<file path="config.mk">
export PLATFORM = sky130hd
export DESIGN_NAME = ncm_ntb16_tx_header_builder_top_flat
export DESIGN_NICKNAME = d
export VERILOG_FILES = /design/src/rtl/ntbtx_pkg.sv /design/src/rtl/ntbtx_ifs.sv /design/src/rtl/ntbtx_rem.sv /design/src/rtl/ntbtx_emit.sv /design/src/rtl/ncm_ntb16_tx_header_builder_top.sv /design/src/flat_wrapper.sv
export SDC_FILE = /design/constraint.sdc
export NUM_CORES = 1
export LEC_CHECK = 0
export ABC_CLOCK_PERIOD_IN_PS = 4800
export BUFFER_PORTS_ARGS = -buffer_cell sky130_fd_sc_hd__buf_4
export CORE_MARGIN = 5
export CORE_UTILIZATION = 55
export DETAILED_ROUTE_END_ITERATION = 16
export PLACE_DENSITY = 0.88
export SYNTH_ARGS = -nofsm -noshare
export SYNTH_HDL_FRONTEND = slang
export SYNTH_SLANG_ARGS = --single-unit
</file>
<file path="constraint.sdc">
create_clock -name clk -period 4.8 [get_ports clk]
set_input_delay 1.2 -clock clk [delete_from_list [all_inputs] [get_ports clk]]
set_output_delay 1.2 -clock clk [all_outputs]
set_load 0.02 [all_outputs]
</file>
<file path="src/rtl/ntbtx_pkg.sv">
// ----------------------------------------------------------------------------
// NTB16 TX header builder package
// Shared widths, header constants, codes, FSM state and inter-module structs.
// ----------------------------------------------------------------------------
package ntbtx_pkg;

  localparam int unsigned MAX_FRAME_BYTES_DEF = 1514;

  localparam int HW_W      = 16;  // halfword / register width
  localparam int CFG_IDX_W = 8;   // configuration register index width
  localparam int DVD_W     = 17;  // remainder unit dividend width (NDP end offset)
  localparam int LAY_W     = 19;  // layout arithmetic width (offsets before range check)
  localparam int IDX_W     = 4;   // halfword index width
  localparam int NUM_HW    = 14;  // header halfwords per block

  localparam logic [31:0] NTH_SIG = 32'h484D_434E;
  localparam logic [31:0] NDP_SIG = 32'h304D_434E;

  localparam logic [HW_W-1:0] NTH_LEN       = 16'd12;
  localparam logic [HW_W-1:0] NDP_HDR_LEN   = 16'd8;
  localparam logic [HW_W-1:0] NDP_ENTRY_LEN = 16'd4;
  localparam logic [HW_W-1:0] NDP_LEN       = NDP_HDR_LEN + 16'(2 * NDP_ENTRY_LEN);
  localparam logic [HW_W-1:0] MIN_FRAME     = 16'd14;
  localparam logic [HW_W-1:0] WIRE_MAX      = 16'hFFFF;

  // Configuration register indexes
  localparam logic [CFG_IDX_W-1:0] CFG_NTB_MAX_SIZE      = 8'd0;
  localparam logic [CFG_IDX_W-1:0] CFG_NDP_ALIGNMENT     = 8'd1;
  localparam logic [CFG_IDX_W-1:0] CFG_PAYLOAD_DIVISOR   = 8'd2;
  localparam logic [CFG_IDX_W-1:0] CFG_PAYLOAD_REMAINDER = 8'd3;

  localparam logic [HW_W-1:0] RST_NTB_MAX_SIZE      = 16'd2048;
  localparam logic [HW_W-1:0] RST_NDP_ALIGNMENT     = 16'd4;
  localparam logic [HW_W-1:0] RST_PAYLOAD_DIVISOR   = 16'd4;
  localparam logic [HW_W-1:0] RST_PAYLOAD_REMAINDER = 16'd0;

  typedef enum logic [1:0] {
    ST_OK       = 2'd0,
    ST_CFG_ZERO = 2'd1,
    ST_REJECT   = 2'd2
  } status_t;

  typedef enum logic [2:0] {
    S_IDLE,
    S_LOAD,
    S_DIV,
    S_CALC,
    S_CHECK,
    S_EMIT,
    S_ERR
  } state_t;

  // Request to the remainder unit
  typedef struct packed {
    logic             start;
    logic [DVD_W-1:0] dividend;
    logic [HW_W-1:0]  divisor;
  } div_req_t;

  // Response from the remainder unit
  typedef struct packed {
    logic            done;
    logic [HW_W-1:0] rem;
  } div_rsp_t;

  // Layout values of the block being emitted
  typedef struct packed {
    logic [HW_W-1:0] ndp;
    logic [HW_W-1:0] dgo;
    logic [HW_W-1:0] blk;
    logic [HW_W-1:0] seq;
    logic [HW_W-1:0] flen;
  } hdr_t;

endpackage

</file>
<file path="src/rtl/ntbtx_ifs.sv">
// ----------------------------------------------------------------------------
// NTB16 TX header builder channel interfaces
// Valid/ready channels for frame lengths, header results and register writes.
// ----------------------------------------------------------------------------
interface ntbtx_in_if import ntbtx_pkg::*; ();
  logic            valid;
  logic            ready;
  logic [HW_W-1:0] frame_length;

  modport source (output valid, output frame_length, input ready);
  modport sink (input valid, input frame_length, output ready);
endinterface

interface ntbtx_out_if import ntbtx_pkg::*; ();
  logic            valid;
  logic            ready;
  logic [1:0]      status;
  logic [HW_W-1:0] byte_offset;
  logic [HW_W-1:0] half_word;
  logic [HW_W-1:0] ndp_offset;
  logic [HW_W-1:0] datagram_offset;
  logic [HW_W-1:0] block_length;
  logic [HW_W-1:0] seq_number;
  logic            last;

  modport source (
    output valid, output status, output byte_offset, output half_word,
    output ndp_offset, output datagram_offset, output block_length,
    output seq_number, output last, input ready
  );
  modport sink (
    input valid, input status, input byte_offset, input half_word,
    input ndp_offset, input datagram_offset, input block_length,
    input seq_number, input last, output ready
  );
endinterface

interface ntbtx_cfg_if import ntbtx_pkg::*; ();
  logic                 valid;
  logic                 ready;
  logic [CFG_IDX_W-1:0] index;
  logic [HW_W-1:0]      data;

  modport source (output valid, output index, output data, input ready);
  modport sink (input valid, input index, input data, output ready);
endinterface

</file>
<file path="src/rtl/ntbtx_rem.sv">
// ----------------------------------------------------------------------------
// NTB16 TX remainder unit
// Restoring bit-serial modulo: one dividend bit per cycle, one shared subtractor.
// ----------------------------------------------------------------------------
module ntbtx_rem import ntbtx_pkg::*; (
  input  logic     clk,
  input  logic     rst_n,
  input  div_req_t req,
  output div_rsp_t rsp
);

  localparam int CNT_W = $clog2(DVD_W + 1);

  logic             busy_r, busy_nxt;
  logic             done_r, done_nxt;
  logic [CNT_W-1:0] cnt_r, cnt_nxt;
  logic [DVD_W-1:0] dvd_r, dvd_nxt;
  logic [HW_W-1:0]  dsr_r, dsr_nxt;
  logic [HW_W-1:0]  rem_r, rem_nxt;

  logic [HW_W:0]    trial;
  logic             fits;

  // shift in the next dividend bit and try the subtract
  assign trial = {rem_r, dvd_r[DVD_W-1]};
  assign fits  = trial >= {1'b0, dsr_r};

  always_comb begin
    busy_nxt = busy_r;
    done_nxt = 1'b0;
    cnt_nxt  = cnt_r;
    dvd_nxt  = dvd_r;
    dsr_nxt  = dsr_r;
    rem_nxt  = rem_r;
    if (req.start) begin
      busy_nxt = 1'b1;
      cnt_nxt  = CNT_W'(DVD_W);
      dvd_nxt  = req.dividend;
      dsr_nxt  = req.divisor;
      rem_nxt  = '0;
    end else if (busy_r) begin
      rem_nxt = fits ? HW_W'(trial - {1'b0, dsr_r}) : trial[HW_W-1:0];
      dvd_nxt = {dvd_r[DVD_W-2:0], 1'b0};
      cnt_nxt = cnt_r - CNT_W'(1);
      if (cnt_r == CNT_W'(1)) begin
        busy_nxt = 1'b0;
        done_nxt = 1'b1;
      end
    end
  end

  always_ff @(posedge clk) begin
    if (!rst_n) begin
      busy_r <= 1'b0;
      done_r <= 1'b0;
      cnt_r  <= '0;
    end else begin
      busy_r <= busy_nxt;
      done_r <= done_nxt;
      cnt_r  <= cnt_nxt;
    end
  end

  always_ff @(posedge clk) begin
    dvd_r <= dvd_nxt;
    dsr_r <= dsr_nxt;
    rem_r <= rem_nxt;
  end

  assign rsp.done = done_r;
  assign rsp.rem  = rem_r;

endmodule

</file>
<file path="src/rtl/ntbtx_emit.sv">
// ----------------------------------------------------------------------------
// NTB16 TX header halfword selector
// Maps a halfword index to its NTH16/NDP16 value and byte position.
// ----------------------------------------------------------------------------
module ntbtx_emit import ntbtx_pkg::*; (
  input  hdr_t             hdr,
  input  logic [IDX_W-1:0] idx,
  output logic [HW_W-1:0]  byte_offset,
  output logic [HW_W-1:0]  half_word
);

  always_comb begin
    unique case (idx)
      4'd0: begin
        byte_offset = 16'd0;
        half_word   = NTH_SIG[15:0];
      end
      4'd1: begin
        byte_offset = 16'd2;
        half_word   = NTH_SIG[31:16];
      end
      4'd2: begin
        byte_offset = 16'd4;
        half_word   = NTH_LEN;
      end
      4'd3: begin
        byte_offset = 16'd6;
        half_word   = hdr.seq;
      end
      4'd4: begin
        byte_offset = 16'd8;
        half_word   = hdr.blk;
      end
      4'd5: begin
        byte_offset = 16'd10;
        half_word   = hdr.ndp;
      end
      4'd6: begin
        byte_offset = hdr.ndp;
        half_word   = NDP_SIG[15:0];
      end
      4'd7: begin
        byte_offset = hdr.ndp + 16'd2;
        half_word   = NDP_SIG[31:16];
      end
      4'd8: begin
        byte_offset = hdr.ndp + 16'd4;
        half_word   = NDP_LEN;
      end
      4'd9: begin
        byte_offset = hdr.ndp + 16'd6;
        half_word   = 16'd0;
      end
      4'd10: begin
        byte_offset = hdr.ndp + 16'd8;
        half_word   = hdr.dgo;
      end
      4'd11: begin
        byte_offset = hdr.ndp + 16'd10;
        half_word   = hdr.flen;
      end
      4'd12: begin
        byte_offset = hdr.ndp + 16'd12;
        half_word   = 16'd0;
      end
      4'd13: begin
        byte_offset = hdr.ndp + 16'd14;
        half_word   = 16'd0;
      end
      default: begin
        byte_offset = 16'd0;
        half_word   = 16'd0;
      end
    endcase
  end

endmodule

</file>
<file path="src/rtl/ncm_ntb16_tx_header_builder_top.sv">
// ----------------------------------------------------------------------------
// NCM NTB16 TX header builder
// Per frame length, lays out one single-datagram NTB16 and streams its header.
// ----------------------------------------------------------------------------
// Each frame length transfer on in_s yields either fourteen header halfwords
// (NTH16 at byte 0, then an NDP16 with one entry and a zero terminator), each
// with its byte position and the block's layout values, or a single status
// result when the configuration holds a zero or the frame/layout is rejected.
// The block takes one frame at a time: in_s.ready is high only while idle.
// A frame that passes steps through load, the serial remainder unit (one bit
// of the NDP end offset per cycle), offset calc and layout check, then makes
// the fourteen output transfers; only after the last one is the next frame
// taken. A configuration or length error goes from load straight to its
// status result, a layout error from the layout check. A stall on out_m
// holds the current result and delays all that follow. Registers are to be
// written through cfg_s only while the block is idle; the block itself does
// not enforce this. cfg_s.ready is always high and writes to an unknown
// index are dropped. The sequence number advances only on frames that pass,
// so the first good frame after reset carries 1.
// ----------------------------------------------------------------------------
module ncm_ntb16_tx_header_builder_top import ntbtx_pkg::*; #(
  parameter int unsigned MAX_FRAME_BYTES = MAX_FRAME_BYTES_DEF
) (
  input  logic          clk,
  input  logic          rst_n,
  ntbtx_cfg_if.sink     cfg_s,
  ntbtx_in_if.sink      in_s,
  ntbtx_out_if.source   out_m
);

  localparam logic [HW_W-1:0] MaxFrame = HW_W'(MAX_FRAME_BYTES);

  // configuration registers
  logic [HW_W-1:0] max_size_r;
  logic [HW_W-1:0] align_r;
  logic [HW_W-1:0] divisor_r;
  logic [HW_W-1:0] remainder_r;

  // per-frame working state
  state_t           state_r, state_nxt;
  logic [HW_W-1:0]  flen_r;
  logic [DVD_W-1:0] ndp_r, ndp_nxt;
  logic [LAY_W-1:0] dgo_r, dgo_nxt;
  logic [LAY_W-1:0] blk_r, blk_nxt;
  logic [HW_W-1:0]  seq_r, seq_nxt;
  logic [IDX_W-1:0] idx_r, idx_nxt;
  status_t          err_r, err_nxt;

  div_req_t div_req;
  div_rsp_t div_rsp;
  hdr_t     hdr;

  logic             cfg_zero;
  logic             len_bad;
  logic [DVD_W-1:0] ndp_calc;
  logic [DVD_W-1:0] base;
  logic [LAY_W-1:0] gap;
  logic [LAY_W-1:0] blk_calc;
  logic             layout_bad;
  logic             out_xfer;
  logic [HW_W-1:0]  emit_offset;
  logic [HW_W-1:0]  emit_half;

  // --------------------------------------------------------------------------
  // Register writes
  // --------------------------------------------------------------------------
  assign cfg_s.ready = 1'b1;

  always_ff @(posedge clk) begin
    if (!rst_n) begin
      max_size_r  <= RST_NTB_MAX_SIZE;
      align_r     <= RST_NDP_ALIGNMENT;
      divisor_r   <= RST_PAYLOAD_DIVISOR;
      remainder_r <= RST_PAYLOAD_REMAINDER;
    end else if (cfg_s.valid) begin
      unique case (cfg_s.index)
        CFG_NTB_MAX_SIZE:      max_size_r  <= cfg_s.data;
        CFG_NDP_ALIGNMENT:     align_r     <= cfg_s.data;
        CFG_PAYLOAD_DIVISOR:   divisor_r   <= cfg_s.data;
        CFG_PAYLOAD_REMAINDER: remainder_r <= cfg_s.data;
        default: ;  // drop writes to unknown registers
      endcase
    end
  end

  // --------------------------------------------------------------------------
  // Layout arithmetic
  // --------------------------------------------------------------------------
  assign cfg_zero = (max_size_r == '0) || (divisor_r == '0) || (align_r == '0);
  assign len_bad  = (flen_r < MIN_FRAME) || (flen_r > MaxFrame);

  // Round 12 up to the alignment; the mask keeps every bit above the 16-bit
  // register set, so an alignment that is not a power of two passes as is.
  assign ndp_calc = ({1'b0, align_r} + DVD_W'(NTH_LEN - 16'd1))
                    & {1'b1, ~(align_r - 16'd1)};
  assign base     = ndp_r + DVD_W'(NDP_LEN);

  // Distance from the NDP end to the next offset with the wanted remainder
  assign gap = (div_rsp.rem <= remainder_r)
             ? LAY_W'(remainder_r - div_rsp.rem)
             : LAY_W'(divisor_r - div_rsp.rem) + LAY_W'(remainder_r);

  assign blk_calc   = dgo_r + LAY_W'(flen_r);
  assign layout_bad = (ndp_r > DVD_W'(WIRE_MAX)) || (dgo_r > LAY_W'(WIRE_MAX))
                   || (blk_calc > LAY_W'(WIRE_MAX)) || (blk_calc > LAY_W'(max_size_r));

  ntbtx_rem u_rem (
    .clk   (clk),
    .rst_n (rst_n),
    .req   (div_req),
    .rsp   (div_rsp)
  );

  // --------------------------------------------------------------------------
  // Sequencer: next state
  // --------------------------------------------------------------------------
  assign out_xfer = out_m.valid && out_m.ready;

  always_comb begin
    state_nxt = state_r;
    unique case (state_r)
      S_IDLE:  if (in_s.valid) state_nxt = S_LOAD;
      S_LOAD:  state_nxt = (cfg_zero || len_bad) ? S_ERR : S_DIV;
      S_DIV:   if (div_rsp.done) state_nxt = S_CALC;
      S_CALC:  state_nxt = S_CHECK;
      S_CHECK: state_nxt = layout_bad ? S_ERR : S_EMIT;
      S_EMIT:  if (out_xfer && idx_r == IDX_W'(NUM_HW - 1)) state_nxt = S_IDLE;
      S_ERR:   if (out_xfer) state_nxt = S_IDLE;
      default: state_nxt = S_IDLE;
    endcase
  end

  // --------------------------------------------------------------------------
  // Sequencer: datapath controls
  // --------------------------------------------------------------------------
  always_comb begin
    ndp_nxt          = ndp_r;
    dgo_nxt          = dgo_r;
    blk_nxt          = blk_r;
    seq_nxt          = seq_r;
    idx_nxt          = idx_r;
    err_nxt          = err_r;
    div_req.start    = 1'b0;
    div_req.dividend = ndp_calc + DVD_W'(NDP_LEN);
    div_req.divisor  = divisor_r;
    unique case (state_r)
      S_LOAD: begin
        // config check ranks ahead of the length check
        ndp_nxt = ndp_calc;
        if (cfg_zero) begin
          err_nxt = ST_CFG_ZERO;
        end else if (len_bad) begin
          err_nxt = ST_REJECT;
        end else begin
          div_req.start = 1'b1;
        end
      end
      S_CALC: begin
        dgo_nxt = LAY_W'(base) + gap;
      end
      S_CHECK: begin
        blk_nxt = blk_calc;
        idx_nxt = '0;
        if (layout_bad) begin
          err_nxt = ST_REJECT;
        end else begin
          seq_nxt = seq_r + 16'd1;
        end
      end
      S_EMIT: begin
        if (out_xfer) idx_nxt = idx_r + IDX_W'(1);
      end
      default: ;
    endcase
  end

  always_ff @(posedge clk) begin
    if (!rst_n) begin
      state_r <= S_IDLE;
      seq_r   <= '0;
      idx_r   <= '0;
    end else begin
      state_r <= state_nxt;
      seq_r   <= seq_nxt;
      idx_r   <= idx_nxt;
    end
  end

  // hold the frame length and layout for the whole emission
  always_ff @(posedge clk) begin
    if (state_r == S_IDLE && in_s.valid) flen_r <= in_s.frame_length;
    ndp_r <= ndp_nxt;
    dgo_r <= dgo_nxt;
    blk_r <= blk_nxt;
    err_r <= err_nxt;
  end

  // --------------------------------------------------------------------------
  // Result channel
  // --------------------------------------------------------------------------
  assign hdr.ndp  = ndp_r[HW_W-1:0];
  assign hdr.dgo  = dgo_r[HW_W-1:0];
  assign hdr.blk  = blk_r[HW_W-1:0];
  assign hdr.seq  = seq_r;
  assign hdr.flen = flen_r;

  ntbtx_emit u_emit (
    .hdr         (hdr),
    .idx         (idx_r),
    .byte_offset (emit_offset),
    .half_word   (emit_half)
  );

  assign in_s.ready = (state_r == S_IDLE);

  always_comb begin
    out_m.valid           = 1'b0;
    out_m.status          = ST_OK;
    out_m.byte_offset     = '0;
    out_m.half_word       = '0;
    out_m.ndp_offset      = '0;
    out_m.datagram_offset = '0;
    out_m.block_length    = '0;
    out_m.seq_number      = '0;
    out_m.last            = 1'b0;
    unique case (state_r)
      S_EMIT: begin
        out_m.valid           = 1'b1;
        out_m.byte_offset     = emit_offset;
        out_m.half_word       = emit_half;
        out_m.ndp_offset      = hdr.ndp;
        out_m.datagram_offset = hdr.dgo;
        out_m.block_length    = hdr.blk;
        out_m.seq_number      = hdr.seq;
        out_m.last            = (idx_r == IDX_W'(NUM_HW - 1));
      end
      S_ERR: begin
        // error result carries only the status
        out_m.valid  = 1'b1;
        out_m.status = err_r;
        out_m.last   = 1'b1;
      end
      default: ;
    endcase
  end

endmodule

</file>
<file path="src/flat_wrapper.sv">
// flat-port wrapper written by rule: the top's interface ports become plain ports
module ncm_ntb16_tx_header_builder_top_flat import ntbtx_pkg::*;
#(
  parameter int unsigned MAX_FRAME_BYTES = MAX_FRAME_BYTES_DEF
)
  (clk, rst_n, cfg_s_valid, cfg_s_index, cfg_s_data, cfg_s_ready, in_s_valid, in_s_frame_length, in_s_ready, out_m_valid, out_m_status, out_m_byte_offset, out_m_half_word, out_m_ndp_offset, out_m_datagram_offset, out_m_block_length, out_m_seq_number, out_m_last, out_m_ready);
  ntbtx_cfg_if cfg_s_i ();
  ntbtx_in_if in_s_i ();
  ntbtx_out_if out_m_i ();
  input  logic clk;
  input  logic rst_n;
  input wire logic [$bits(cfg_s_i.valid)-1:0] cfg_s_valid;
  input wire logic [$bits(cfg_s_i.index)-1:0] cfg_s_index;
  input wire logic [$bits(cfg_s_i.data)-1:0] cfg_s_data;
  output wire logic [$bits(cfg_s_i.ready)-1:0] cfg_s_ready;
  input wire logic [$bits(in_s_i.valid)-1:0] in_s_valid;
  input wire logic [$bits(in_s_i.frame_length)-1:0] in_s_frame_length;
  output wire logic [$bits(in_s_i.ready)-1:0] in_s_ready;
  output wire logic [$bits(out_m_i.valid)-1:0] out_m_valid;
  output wire logic [$bits(out_m_i.status)-1:0] out_m_status;
  output wire logic [$bits(out_m_i.byte_offset)-1:0] out_m_byte_offset;
  output wire logic [$bits(out_m_i.half_word)-1:0] out_m_half_word;
  output wire logic [$bits(out_m_i.ndp_offset)-1:0] out_m_ndp_offset;
  output wire logic [$bits(out_m_i.datagram_offset)-1:0] out_m_datagram_offset;
  output wire logic [$bits(out_m_i.block_length)-1:0] out_m_block_length;
  output wire logic [$bits(out_m_i.seq_number)-1:0] out_m_seq_number;
  output wire logic [$bits(out_m_i.last)-1:0] out_m_last;
  input wire logic [$bits(out_m_i.ready)-1:0] out_m_ready;
  assign cfg_s_i.valid = cfg_s_valid;
  assign cfg_s_i.index = cfg_s_index;
  assign cfg_s_i.data = cfg_s_data;
  assign cfg_s_ready = cfg_s_i.ready;
  assign in_s_i.valid = in_s_valid;
  assign in_s_i.frame_length = in_s_frame_length;
  assign in_s_ready = in_s_i.ready;
  assign out_m_valid = out_m_i.valid;
  assign out_m_status = out_m_i.status;
  assign out_m_byte_offset = out_m_i.byte_offset;
  assign out_m_half_word = out_m_i.half_word;
  assign out_m_ndp_offset = out_m_i.ndp_offset;
  assign out_m_datagram_offset = out_m_i.datagram_offset;
  assign out_m_block_length = out_m_i.block_length;
  assign out_m_seq_number = out_m_i.seq_number;
  assign out_m_last = out_m_i.last;
  assign out_m_i.ready = out_m_ready;
  ncm_ntb16_tx_header_builder_top #(.MAX_FRAME_BYTES(MAX_FRAME_BYTES)) u_core (.clk(clk), .rst_n(rst_n), .cfg_s(cfg_s_i), .in_s(in_s_i), .out_m(out_m_i));
endmodule
</file>
# After elaboration in Yosys (flattened, before gate mapping)
# Index checks and enable logic that the tools add are counted.
[totals]
ff_bits = 213
input_bits = 45
out_inout_bits = 102
[classes]
n_addsub = 20
order_cmp = 8
n_eq_ne = 30
mux = 37
bitwise_logic = 5
reduce_logical = 31
[ops]
columns = ["cell", "count"]
rows = [
  ["16-bit one-hot mux with 13 select lines", 1],
  ["16-bit one-hot mux with 10 select lines", 1],
  ["16-bit two-way mux", 7],
  ["16-bit by 4-bit adder with 16-bit output (second input constant)", 4],
  ["16-bit logical NOT", 3],
  ["19-bit by 16-bit adder with 19-bit output", 2],
  ["19-bit by 16-bit > comparator with 1-bit output (second input constant)", 2],
  ["17-bit by 5-bit adder with 17-bit output (second input constant)", 2],
  ["17-bit two-way mux", 2],
  ["16-bit by 16-bit subtractor with 17-bit output", 2],
  ["16-bit by 3-bit adder with 16-bit output (second input constant)", 2],
  ["4-bit equality test (second input constant)", 6],
  ["3-bit one-hot mux with 7 select lines", 1],
  ["17-bit by 19-bit adder with 19-bit output", 1],
  ["19-bit by 16-bit > comparator with 1-bit output", 1],
  ["19-bit two-way mux", 1],
  ["16-bit by 4-bit adder with 17-bit output (second input constant)", 1],
  ["17-bit bitwise AND", 1],
  ["17-bit by 16-bit greater-or-equal comparator with 1-bit output", 1],
  ["17-bit by 16-bit > comparator with 1-bit output (second input constant)", 1],
  ["16-bit by 1-bit adder with 16-bit output (second input constant)", 1],
  ["16-bit by 2-bit adder with 16-bit output (second input constant)", 1],
  ["4-bit by 3-bit equality test with 1-bit output (second input constant)", 4],
  ["8-bit by 2-bit equality test with 1-bit output (second input constant)", 2],
  ["other kinds (38)", 81],
]

# Logic depth before layout (Yosys ltp)
# Gate-level depths: netlist of the first run.
[depth]
ltp_word = 7
ltp_mapped = 26
mapped_depth_nobuf = 26

# Hierarchy
# From an unflattened synthesis of the first run, not the netlist that was laid out.
[hier_totals]
cells_unflattened = 1899
area_unflattened_um2 = 16034.1
[modules_own_cells]
columns = ["mod", "n_inst", "cells_each", "area_per_inst_um2"]
rows = [
  ["ncm_ntb16_tx_header_builder_top", 1, 1322, 11128.2],
  ["ntbtx_rem", 1, 304, 3168.0],
  ["ntbtx_emit", 1, 273, 1737.9],
]

# Worst setup path after synthesis of the first run
# No wires, ideal clock.
[synth_path]
path_type = "register to register"
startpoint = "register u_core.u_rem.rem_r[1]"
endpoint = "register u_core.dgo_r[18], data pin"
setup_ns = 0.263
arrival_time_ns = 4.591
t_required_ns = 4.537
setup_slack_ns = -0.055
stages_incl_launch_ff = 25
path_buffers = 0
cell_sequence = "dfxtp_1 inv_1 ha_1 nor2b_1 o21ai_0 nand2b_1 a21o_1 a21oi_1 o21a_1 o21ai_0 xor2_1 ha_1 a21o_1 a41oi_1 o21ai_0 a31oi_1 xor2_1 mux2i_1 ha_1 or3_1 a211oi_1 o31ai_1 a21boi_2 xnor2_1 o22ai_1"
[synth_between]
elab_chain_cells = 4
[synth_rtl]
columns = ["element", "line", "source"]
rows = [
  ["start, declared", "ntbtx_rem.sv:19", "logic [HW_W-1:0] rem_r, rem_nxt;"],
  ["start signal, assigned", "ntbtx_rem.sv:67", "rem_r <= rem_nxt;"],
  ["16-bit by 16-bit subtractor with 17-bit output", "ncm_ntb16_tx_header_builder_top.sv:101", ": LAY_W'(divisor_r - div_rsp.rem) + LAY_W'(remainder_r);"],
  ["19-bit by 16-bit adder with 19-bit output", "ncm_ntb16_tx_header_builder_top.sv:101", ""],
  ["19-bit two-way mux (*)", "ncm_ntb16_tx_header_builder_top.sv:100", "? LAY_W'(remainder_r - div_rsp.rem)"],
  ["17-bit by 19-bit adder with 19-bit output (*)", "ncm_ntb16_tx_header_builder_top.sv:159", "dgo_nxt = LAY_W'(base) + gap;"],
  ["end signal, assigned", "ncm_ntb16_tx_header_builder_top.sv:193", "dgo_r <= dgo_nxt;"],
  ["end, declared", "ncm_ntb16_tx_header_builder_top.sv:43", "logic [LAY_W-1:0] dgo_r, dgo_nxt;"],
]
# Mark *: on every way between the ends. The rest lies on a longest branch, timed or not.
# A chain may end at the register's enable or synchronous reset.

# Final worst setup path of the first run
[layout_path]
startpoint = "register u_core.divisor_r[0]"
endpoint = "register u_core.dgo_r[18], data pin"
[layout_between]
elab_chain_cells = 4
[layout_rtl]
columns = ["element", "line", "source"]
rows = [
  ["start, declared", "ncm_ntb16_tx_header_builder_top.sv:36", "logic [HW_W-1:0] divisor_r;"],
  ["start signal, assigned", "ncm_ntb16_tx_header_builder_top.sv:79", "CFG_PAYLOAD_DIVISOR: divisor_r <= cfg_s.data;"],
  ["16-bit by 16-bit subtractor with 17-bit output", "ncm_ntb16_tx_header_builder_top.sv:101", ""],
  ["19-bit by 16-bit adder with 19-bit output", "ncm_ntb16_tx_header_builder_top.sv:101", ""],
  ["19-bit two-way mux", "ncm_ntb16_tx_header_builder_top.sv:100", ""],
  ["17-bit by 19-bit adder with 19-bit output", "ncm_ntb16_tx_header_builder_top.sv:159", ""],
]
# Every way passes these cells.

==> flow_summary.toml, run 1 <==
[die]
fp.dieW_um = 177
die_y_um = 177
initial_utilization_pct = 55.4
core-area_mm2 = 0.0276
die-area_mm2 = 0.0313
pin_count = 147
rows = 61

[global_routing]
grt_max_degree = 107
grt_overflow = 0
antenna_found_initial = 0
gr-usage-all-layers_pct = 29.8
grt_pass1_vias = 13700
grt_pass1_wl_um = 74700

[flow_run]
cap_violations = 0

[cells_and_area]
fillers = 2127
seq_area_mm2 = 0.00518
diodes = 0
post-route-util_pct = 66.6
multi_input_area_mm2 = 0.00965
syn_to_final_growth_pct = 20.3
fin_nets = 2086
drive_gt1_share_pct = 19.6

[worst_setup_path]
critical_path_arrival_ns = 5.11
r2r_start = "u_core.divisor_r[0]$_SDFFE_PN0P_"
reg2reg_slack_ns = -0.04
required_ns = 5.06
reg2reg_depth = 27
crit_path_max_incr_delay_ns = 0.35
timing.rr.end = "u_core.dgo_r[18]$_DFFE_PN_"
worst_setup_path_end_kind = "flop"
critPathKind = "flop to flop"
worstSetupStartpointType = "flop"
worstPathMaxFanout = 3
critPathSlowestCell = "fa_2"

[status]
status = "finished with violations"
violations = "setup timing"

[timing]
fin_skew_ns = 0.0195
final-setup-viol-count = 1
worst_slack_ns = -0.0421
grt_setup_unrepaired = "true"
period_share_pct = 101
hold_viol_final = 0
slew_violations = 0
fmax_ghz = 0.207
tns_ns = -0.0421
holdWs_ns = 0.488
slew-limit-headroom_pct = 15.7
finalCriticalPeriod_ns = 4.84
worstMarginPinSlew_ns = 1.26

[routing]
final_antenna_net_count = 0
wire_per_inst_um = 21.2
dr_wl_met2_um = 21600
wl_met1_um = 19100
drt_first_pass_iters = 7
drt_iter0_drc = 1540
top_layer_used = "met4"
post-route-drc-count = 0
viasPerCell = 6.20
met3WireLength_um = 4950
drt-total-wl_um = 48800
vias = 14300

[pwr]
total_power_mw = 11.8
power.density_mw_per_mm2 = 641
p_leak_nw = 8.08
vdd_ir_drop_max_v = 0.000442

[synthesis]
syn_avg_cell_area_um2 = 8.95
netlist_instances = 1710
synth_edf_count = 99
synth-main-ff-cell = "dfxtp_1"
syn_area_mm2 = 0.0153
ys_seq_area_share_pct = 33.8
synth.distinct_cells = 83
async_reset_ff_share_pct = 0
ys_ff_latch = 209
yosys_warnings = 0

[placed_design]
port_buffers = 142
place_congestion = 1.00
hpwlAfterDp_um = 36400
dp_slack_ns = -0.201

[clock_network]
numCtsBuffers = 25
clock_path_buffers = 3
cts_root_buf = "clkbuf_16"
cts_sinks = 209
cts_tree = "yes"
cts.clk_slew.worst_paths_ns = 0.06
clock_latency_ns = 0.54
htree_levels = 1
cts_hold_buf = 0

[min_path]
whs_endpoint = "u_core.seq_r[15]$_SDFFE_PN0P_"
min_from = "u_core.seq_r[15]$_SDFFE_PN0P_"
holdPathStages = 2
min_path_type = "flop to flop"
[metrics by stage]
step           std cells  area, um2
2_1_floorplan       1712      15300
3_3_place_gp        2234      17100
3_5_place_dp        2234      17100
4_1_cts             2291      18200
5_1_grt             2302      18400
6_report            2302      18400
[cell usage after synthesis, drive strengths merged (8+ instances only)]
| cell type | count | area (um2) |
|---|---|---|
| a21boi | 9 | 71.3 |
| dfxtp | 110 | 2200 |
| inv | 100 | 375 |
| xor2 | 31 | 272 |
| nand2b | 32 | 200 |
| nor4 | 21 | 153 |
| fa | 8 | 160 |
| o21a | 18 | 135 |
| a211oi | 12 | 100 |
| mux2 | 15 | 169 |
| mux2i | 94 | 941 |
| a21o | 32 | 240 |
| a22oi | 23 | 173 |
| nor3 | 31 | 155 |
| nand2 | 117 | 442 |
| o21ai | 96 | 488 |
| buf | 13 | 95.1 |
| clkbuf | 66 | 248 |
| o211ai | 8 | 60.1 |
| ha | 128 | 1600 |
| and2 | 12 | 75.1 |
| nand3 | 33 | 180 |
| a21oi | 119 | 599 |
| nor2b | 92 | 583 |
| o21bai | 8 | 60.1 |
| xnor2 | 61 | 534 |
| and3 | 72 | 450 |
| a31oi | 17 | 121 |
| nor2 | 111 | 424 |
| nand4 | 25 | 156 |
| edfxtp | 99 | 2970 |
[logic make-up (layout without fill, tap and decap cells)]
kind of cell	after synthesis	count (layout)	synth area share, %
DFF	209	209	33.8
other	2	4	0.0491
muxes	109	109	7.25
xor gates and xnor gates	92	92	5.27
AOI/OAI and AO/OA	403	403	17.2
buffers and inverters	179	391	4.69
adders and majority gates	136	136	11.5
and+or+nand+nor	580	580	20.2
[routing by layer]
metal	track usage, %	vias to the layer above
met3	4.74	188
met4	14.8	0
met1	38.8	6633
met5	0	-
li1	-	6577
met2	48.4	865
[area by class of cell]
type                    count  share of cell area [%]
flip-flops and latches    209                    28.1
well taps                 378                    2.57
clock inverters            10                   0.591
clock buffers              36                    4.14
inverters                 100                    2.04
repair buffers            245                    10.1
multi-input cells        1324                    52.4
[timing repair]
| item | 4_1_cts | 5_1_grt |
|---|---|---|
| hold endpoints to repair | 0 | 0 |
| endpoints found under the setup margin | 2 | 30 |
| pin swaps | 21 | 37 |
| gates resized for setup | 22 | 40 |
| buffers inserted | 11 | 11 |
[critical path: cells and delay by family, from the launching register on]
family	cells	cell delay, ns
adder cells (fa/ha/maj)	4	1.07
flip-flops	1	0.34
AO/OA/AOI/OAI	12	2.03
AND/OR/NAND/NOR	5	0.41
XOR/XNOR	3	0.42
buffers and inverters	3	0.32
[how the worst max path moves through the flow]
stage / start / endpoint / slack, ns / cells past startpoint
floorplan: u_core.u_rem.rem_r[1]$_SDFFE_PP0P_ / u_core.dgo_r[18]$_DFFE_PN_ / 0.03 / 24
global placement: u_core.divisor_r[0]$_SDFFE_PN0P_ / u_core.dgo_r[18]$_DFFE_PN_ / -0.06 / 25
detailed placement: u_core.u_rem.rem_r[1]$_SDFFE_PP0P_ / u_core.dgo_r[18]$_DFFE_PN_ / -0.20 / 27
CTS: u_core.u_rem.rem_r[1]$_SDFFE_PP0P_ / u_core.dgo_r[18]$_DFFE_PN_ / 0.0008 / 27
global route: u_core.divisor_r[0]$_SDFFE_PN0P_ / u_core.dgo_r[18]$_DFFE_PN_ / -0.28 / 23
finish: u_core.divisor_r[0]$_SDFFE_PN0P_ / u_core.dgo_r[18]$_DFFE_PN_ / -0.04 / 27
[flip-flops by register name (all words and copies together), names as in the netlist, 2 cells and up]
register	count
u_core.u_rem.dsr_r	16
u_core.max_size_r	16
u_core.err_r	2
u_core.align_r	16
u_core.divisor_r	16
u_core.blk_r	16
u_core.dgo_r	19
u_core.seq_r	16
u_core.remainder_r	16
u_core.flen_r	16
u_core.idx_r	4
u_core.u_rem.dvd_r	15
u_core.ndp_r	15
u_core.u_rem.cnt_r	5
u_core.u_rem.rem_r	16
u_core.state_r	3
[cells in the final DEF (no fill, tap or decap), types with 6 or more instances in the layout]
cell type,instances
nand4_1,25
nand2b_1,32
nor2b_1,89
a221oi_1,6
nand3b_1,7
mux2_2,15
or2_2,7
o21a_1,18
a22oi_1,23
xor2_1,31
inv_1,96
clkbuf_16,29
dfxtp_1,105
and3_1,70
and2_1,12
o21bai_1,8
o21ai_1,10
a31oi_1,14
nor4_1,16
o21ai_0,79
a21oi_1,113
nor2_1,108
fa_1,7
buf_4,241
nor3_1,29
edfxtp_1,99
o211ai_1,8
o21ai_2,7
a21oi_2,6
clkbuf_1,6
nand2_1,115
nand3_1,29
a21o_1,32
mux2i_1,94
ha_1,123
a222oi_1,7
xnor2_1,57
a211oi_1,9
a21boi_0,7
[power by group]
group | total [mW] | switching, mW | internal (mW)
clock network | 1.99 | 0.772 | 1.21
registers | 2.63 | 0.292 | 2.34
logic | 7.19 | 3.84 | 3.34
total | 11.8 | 4.91 | 6.89
No activity file was read; power rests on OpenSTA's default activity.
==> run 2, diff against run 1 <==
- SKIP_CTS_REPAIR_TIMING: unset -> 1
==> run 2 against run 1 <==
Against the previous run: total power decreased by 0.16%; routed wire length down 0.14%; the flow still finishes with violations (setup timing); combinational power about the same; via count fell by 0.13%; non-clock buffer count fell by 11; utilization down 0.37 points; sequential cell count unchanged; sequential share of layout area is 0.14 points higher.
==> flow_summary.toml, run 2 (synthesis gave the netlist of run 1 again) <==
[status]
violations = "setup timing"
status = "finished with violations"

[clock_network]
clock_latency_ns = 0.53
cts.clk_slew.worst_paths_ns = 0.06
clock_path_buffers = 3
cts_tree = "yes"
htree_levels = 1
cts_root_buf = "clkbuf_16"
cts_sinks = 209
numCtsBuffers = 25

[global_routing]
grt_overflow = 0
grt_pass1_wl_um = 74200
antenna_found_initial = 0
grt_pass1_vias = 13600
gr-usage-all-layers_pct = 29.6
grt_max_degree = 107

[worst_setup_path]
critPathKind = "flop to flop"
startpoint = "u_core.u_rem.rem_r[2]$_SDFFE_PP0P_"
worstSetupStartpointType = "flop"
r2r_start = "u_core.u_rem.rem_r[2]$_SDFFE_PP0P_"
reg2reg_depth = 22
critical_path_arrival_ns = 5.22
required_ns = 5.06
cp-endpoint = "u_core.dgo_r[18]$_DFFE_PN_"
timing.rr.end = "u_core.dgo_r[18]$_DFFE_PN_"
worst_setup_path_end_kind = "flop"
reg2reg_slack_ns = -0.16
worstPathMaxFanout = 4

[cells_and_area]
largest_reg_flops = 19
fillers = 2150
fin_nets = 2075
stdcell_count = 2291
final_common_cell = "buf_4"
syn_to_final_growth_pct = 19.7
diodes = 0
drive_gt1_share_pct = 19.0
multi_input_area_mm2 = 0.00964
layout_common_cells = "232 x buf_4, 122 x ha_1, 115 x nand2_1, 113 x a21oi_1, 108 x dfxtp_1"
regMostFlops = "u_core.dgo_r"
seq_area_mm2 = 0.00518

[pwr]
total_power_mw = 11.8
p_leak_nw = 8.00
vdd_ir_drop_max_v = 0.000468
power.density_mw_per_mm2 = 644

[placed_design]
placed_cells = 2234
dp_slack_ns = -0.201
port_buffers = 142
place_congestion = 1.00
hpwlAfterDp_um = 36400

[timing]
fmax_ghz = 0.202
slew-limit-headroom_pct = 16.1
worstMarginPinSlew_ns = 1.25
hold_viol_final = 0
final-setup-viol-count = 3
period_share_pct = 103
finalCriticalPeriod_ns = 4.96
worst_slack_ns = -0.157
grt_setup_unrepaired = "true"
fin_skew_ns = 0.0137
slew_violations = 0

[die]
core-area_mm2 = 0.0276
rows = 61
fp.dieW_um = 177
initial_utilization_pct = 55.4
die_y_um = 177
die-area_mm2 = 0.0313
pin_count = 147

[routing]
viasPerCell = 6.22
post-route-drc-count = 0
final_antenna_net_count = 0
vias = 14200
drt_iter0_drc = 1502
drt_first_pass_iters = 8
drt-total-wl_um = 48700
wire_per_inst_um = 21.3

[flow_run]
cap_violations = 0

[min_path]
min_path_type = "flop to flop"
-- run 2: cell count changes in the layout (fill, tap and decap cells not counted), sizes merged --
| cell | delta |
|---|---|
| buf | -11 |
-- run 2: power breakdown --
part           internal, mW  switching (mW)
logic                  3.30            3.87
registers              2.34           0.291
clock network          1.21           0.772
-- run 2: area by class of cell --
type                       count  share of cell area, %
clock inverter                10                  0.595
inverter                     100                   2.05
sequential                   209                   28.3
timing repair buffer         234                   9.68
tap                          378                   2.58
multi-input combinational   1324                   52.6
clock buffer                  36                   4.16
-- run 2: metrics by stage --
stage          util, %  TNS (ns)  instance area, um2  hold slack, ns
6_report          66.3    -0.264               18300           0.490
5_1_grt           66.3     -2.01               18300           0.522
4_1_cts           65.2    -0.323               18000           0.487
3_5_place_dp      62.0    -0.288               17100           0.479
3_3_place_gp      62.0   -0.0586               17100           0.467
2_1_floorplan        -         0               15300           0.453
-- run 2: critical path, stage by stage, from the launching register on --
cell and delay [ns]:
dfxtp_1 0.33, inv_1 0.10, ha_4 0.25, nor2b_2 0.16, o31a_1 0.32, buf_4 0.14, buf_4 0.12, o211ai_1 0.29
or3b_2 0.48, a21oi_1 0.19, xnor2_1 0.15, ha_1 0.31, a21oi_1 0.18, o21ai_2 0.09, xnor2_1 0.15, o22ai_1 0.11
ha_2 0.19, or3_4 0.39, a211oi_4 0.26, o31ai_2 0.09, a21boi_2 0.16, xnor2_1 0.15, o22ai_1 0.09
-- run 2: worst min-delay path by stage --
stage,from,end,slack (ns),depth (start not counted)
detailed placement,u_core.seq_r[15]$_SDFFE_PN0P_,u_core.seq_r[15]$_SDFFE_PN0P_,0.48,2
finish,u_core.seq_r[15]$_SDFFE_PN0P_,u_core.seq_r[15]$_SDFFE_PN0P_,0.49,2
CTS,u_core.seq_r[15]$_SDFFE_PN0P_,u_core.seq_r[15]$_SDFFE_PN0P_,0.49,2
floorplan,u_core.divisor_r[0]$_SDFFE_PN0P_,u_core.u_rem.dsr_r[0]$_DFFE_PP_,0.45,0
global route,u_core.divisor_r[13]$_SDFFE_PN0P_,u_core.u_rem.dsr_r[13]$_DFFE_PP_,0.52,0
global placement,u_core.seq_r[15]$_SDFFE_PN0P_,u_core.seq_r[15]$_SDFFE_PN0P_,0.47,2
-- run 2: layer usage --
| metal | part of all wire, % | GRT usage, % | wire (um) |
|---|---|---|---|
| met1 | 39 | 38.6 | 19000 |
| met2 | 45 | 47.9 | 21800 |
| met3 | 10 | 4.68 | 4930 |
| met4 | 6.0 | 14.4 | 2920 |
| met5 | 0 | 0 | 0 |
==> run 3, diff against run 2 <==
- CORE_UTILIZATION: 55 -> 56
- CTS_BUF_LIST: unset -> sky130_fd_sc_hd__clkbuf_4
- PLACE_DENSITY: 0.88 -> 0.89
==> run 3 against run 2 <==
Against the previous run: the flow still finishes with violations (setup timing); via count grew 2.5%; clock power decreased by 21%; critical path type unchanged; critical endpoint unchanged; largest cell class unchanged; sequential power about the same; combinational power rose by 1%; non-clock buffer count up 15; largest power group unchanged; critical path depth is 2 higher; sequential cell count unchanged.
==> flow_summary.toml, run 3 (synthesis gave the netlist of run 1 again) <==
[timing]
worstMarginPinSlew_ns = 1.20
fmax_ghz = 0.201
final-setup-viol-count = 3
fin_skew_ns = 0.0685
finalCriticalPeriod_ns = 4.99
period_share_pct = 104
slew_violations = 0
worst_slack_ns = -0.187
grt_setup_unrepaired = "true"
slew-limit-headroom_pct = 19.5
hold_viol_final = 0

[global_routing]
grt_overflow = 0
grt_max_degree = 107
grt_pass1_wl_um = 74600
gr-usage-all-layers_pct = 30.2
grt_pass1_vias = 13800
antenna_found_initial = 1

[cells_and_area]
fillers = 2076
regMostFlops = "u_core.dgo_r"
final_area_mm2 = 0.0182
largest_reg_flops = 19
stdcell_count = 2326
drive_gt1_share_pct = 21.9
layout_common_cells = "247 x buf_4, 122 x ha_1, 115 x nand2_1, 112 x a21oi_1, 108 x nor2_1"
final_common_cell = "buf_4"
fin_nets = 2121
syn_to_final_growth_pct = 19.2

[routing]
viasPerCell = 6.28
drt_first_pass_iters = 7
final_antenna_net_count = 0
wire_per_inst_um = 21.2
drt-total-wl_um = 49400
vias = 14600
drt_iter0_drc = 1571
post-route-drc-count = 0

[clock_network]
htree_levels = 2
cts_root_buf = "clkbuf_4"
cts_sinks = 209
cts_tree = "yes"
clock_latency_ns = 0.72
cts.clk_slew.worst_paths_ns = 0.08
numCtsBuffers = 56
clock_path_buffers = 3

[worst_setup_path]
critPathKind = "flop to flop"
required_ns = 5.25
worst_setup_path_end_kind = "flop"
critical_path_arrival_ns = 5.44
worstPathMaxFanout = 4
reg2reg_depth = 24
worstSetupStartpointType = "flop"

[placed_design]
port_buffers = 142
hpwlAfterDp_um = 36600
place_congestion = 1.04
placed_cells = 2204
dpl-instance-area_mm2 = 0.0171

[pwr]
p_leak_nw = 8.06
vdd_ir_drop_max_v = 0.000432
power.density_mw_per_mm2 = 629

[die]
initial_utilization_pct = 56.8
core-area_mm2 = 0.0270
fp.dieW_um = 175
die-area_mm2 = 0.0307
pin_count = 147
rows = 60
die_y_um = 175

[status]
status = "finished with violations"
violations = "setup timing"

[flow_run]
cap_violations = 0

[min_path]
min_path_type = "flop to flop"
holdPathStages = 2
[run 3: cell types whose count changed in the layout (fill, tap and decap cells not counted), moves of 4 or more]
cell       delta
o21ai_0       -4
clkinv_1     +11
o21ai_1       +4
clkbuf_1      -6
clkbuf_4     +84
buf_4        +15
clkbuf_16    -29
[run 3: cell type report]
type | instances | area (um2) | share of cell area, %
Antenna cell | 2 | 5.00 | 0.0274
Tap cell | 341 | 427 | 2.34
Clock inverter | 17 | 71.3 | 0.391
Inverter | 100 | 375 | 2.06
Multi-Input combinational cell | 1324 | 9670 | 53.0
Timing Repair Buffer | 249 | 1880 | 10.3
Sequential cell | 209 | 5180 | 28.4
Clock buffer | 84 | 631 | 3.46
[run 3: power breakdown]
| group | internal [mW] | switching [mW] |
|---|---|---|
| clock | 0.796 | 0.787 |
| combinational | 3.35 | 3.90 |
| sequential | 2.34 | 0.294 |
| total | 6.48 | 4.98 |
[run 3: worst max-delay path, stage by stage (launching register included)]
cell and delay [ns]:
dfxtp_2 0.35, inv_2 0.05, ha_4 0.16, fa_2 0.41, nor2b_4 0.14, o31a_1 0.17, o21a_1 0.15, o21a_1 0.16
nor2_2 0.06, o21bai_1 0.19, xor2_1 0.20, ha_2 0.32, buf_6 0.13, a41oi_4 0.25, o21ai_2 0.11, a31oi_2 0.23
xor2_1 0.17, mux2i_1 0.09, ha_1 0.24, or3_4 0.41, a211oi_4 0.26, o31ai_2 0.12, a21boi_2 0.16, xnor2_1 0.15
o22ai_1 0.08
[run 3: worst paths after layout]
kind | startpoint | endpoint | slack (ns)
worst max register to register | u_core.divisor_r[0]$_SDFFE_PN0P_ | u_core.dgo_r[18]$_DFFE_PN_ | -0.19
worst min-delay path | u_core.seq_r[15]$_SDFFE_PN0P_ | u_core.seq_r[15]$_SDFFE_PN0P_ | 0.50
worst min register to register | u_core.seq_r[15]$_SDFFE_PN0P_ | u_core.seq_r[15]$_SDFFE_PN0P_ | 0.50
worst max-delay path | u_core.divisor_r[0]$_SDFFE_PN0P_ | u_core.dgo_r[18]$_DFFE_PN_ | -0.19
[run 3: metal layers]
layer | wire length, um | up-vias | GRT usage, % | share of wire [%]
met1 | 19300 | 6817 | 39.1 | 39
met4 | 3070 | 0 | 14.6 | 6.2
li1 | - | 6684 | - | -
met5 | 0 | - | 0 | 0
met3 | 5070 | 198 | 5.64 | 10
met2 | 21900 | 906 | 48.8 | 44
[run 3: per-stage QoR]
| stage | setup TNS (ns) | utilization [%] | hold slack (ns) | worst slack (ns) | total power, mW |
|---|---|---|---|---|---|
| finish | -0.329 | 67.7 | 0.497 | -0.187 | 11.5 |
| global route | -1.31 | 67.7 | 0.518 | -0.409 | 12.2 |
| CTS | -0.488 | 66.2 | 0.497 | -0.300 | 10.8 |
| detailed placement | -0.459 | 63.6 | 0.485 | -0.287 | 9.20 |
| global placement | -0.0884 | 63.6 | 0.471 | -0.0884 | 8.88 |
| floorplan | 0 | - | 0.453 | 0.0260 | 7.19 |
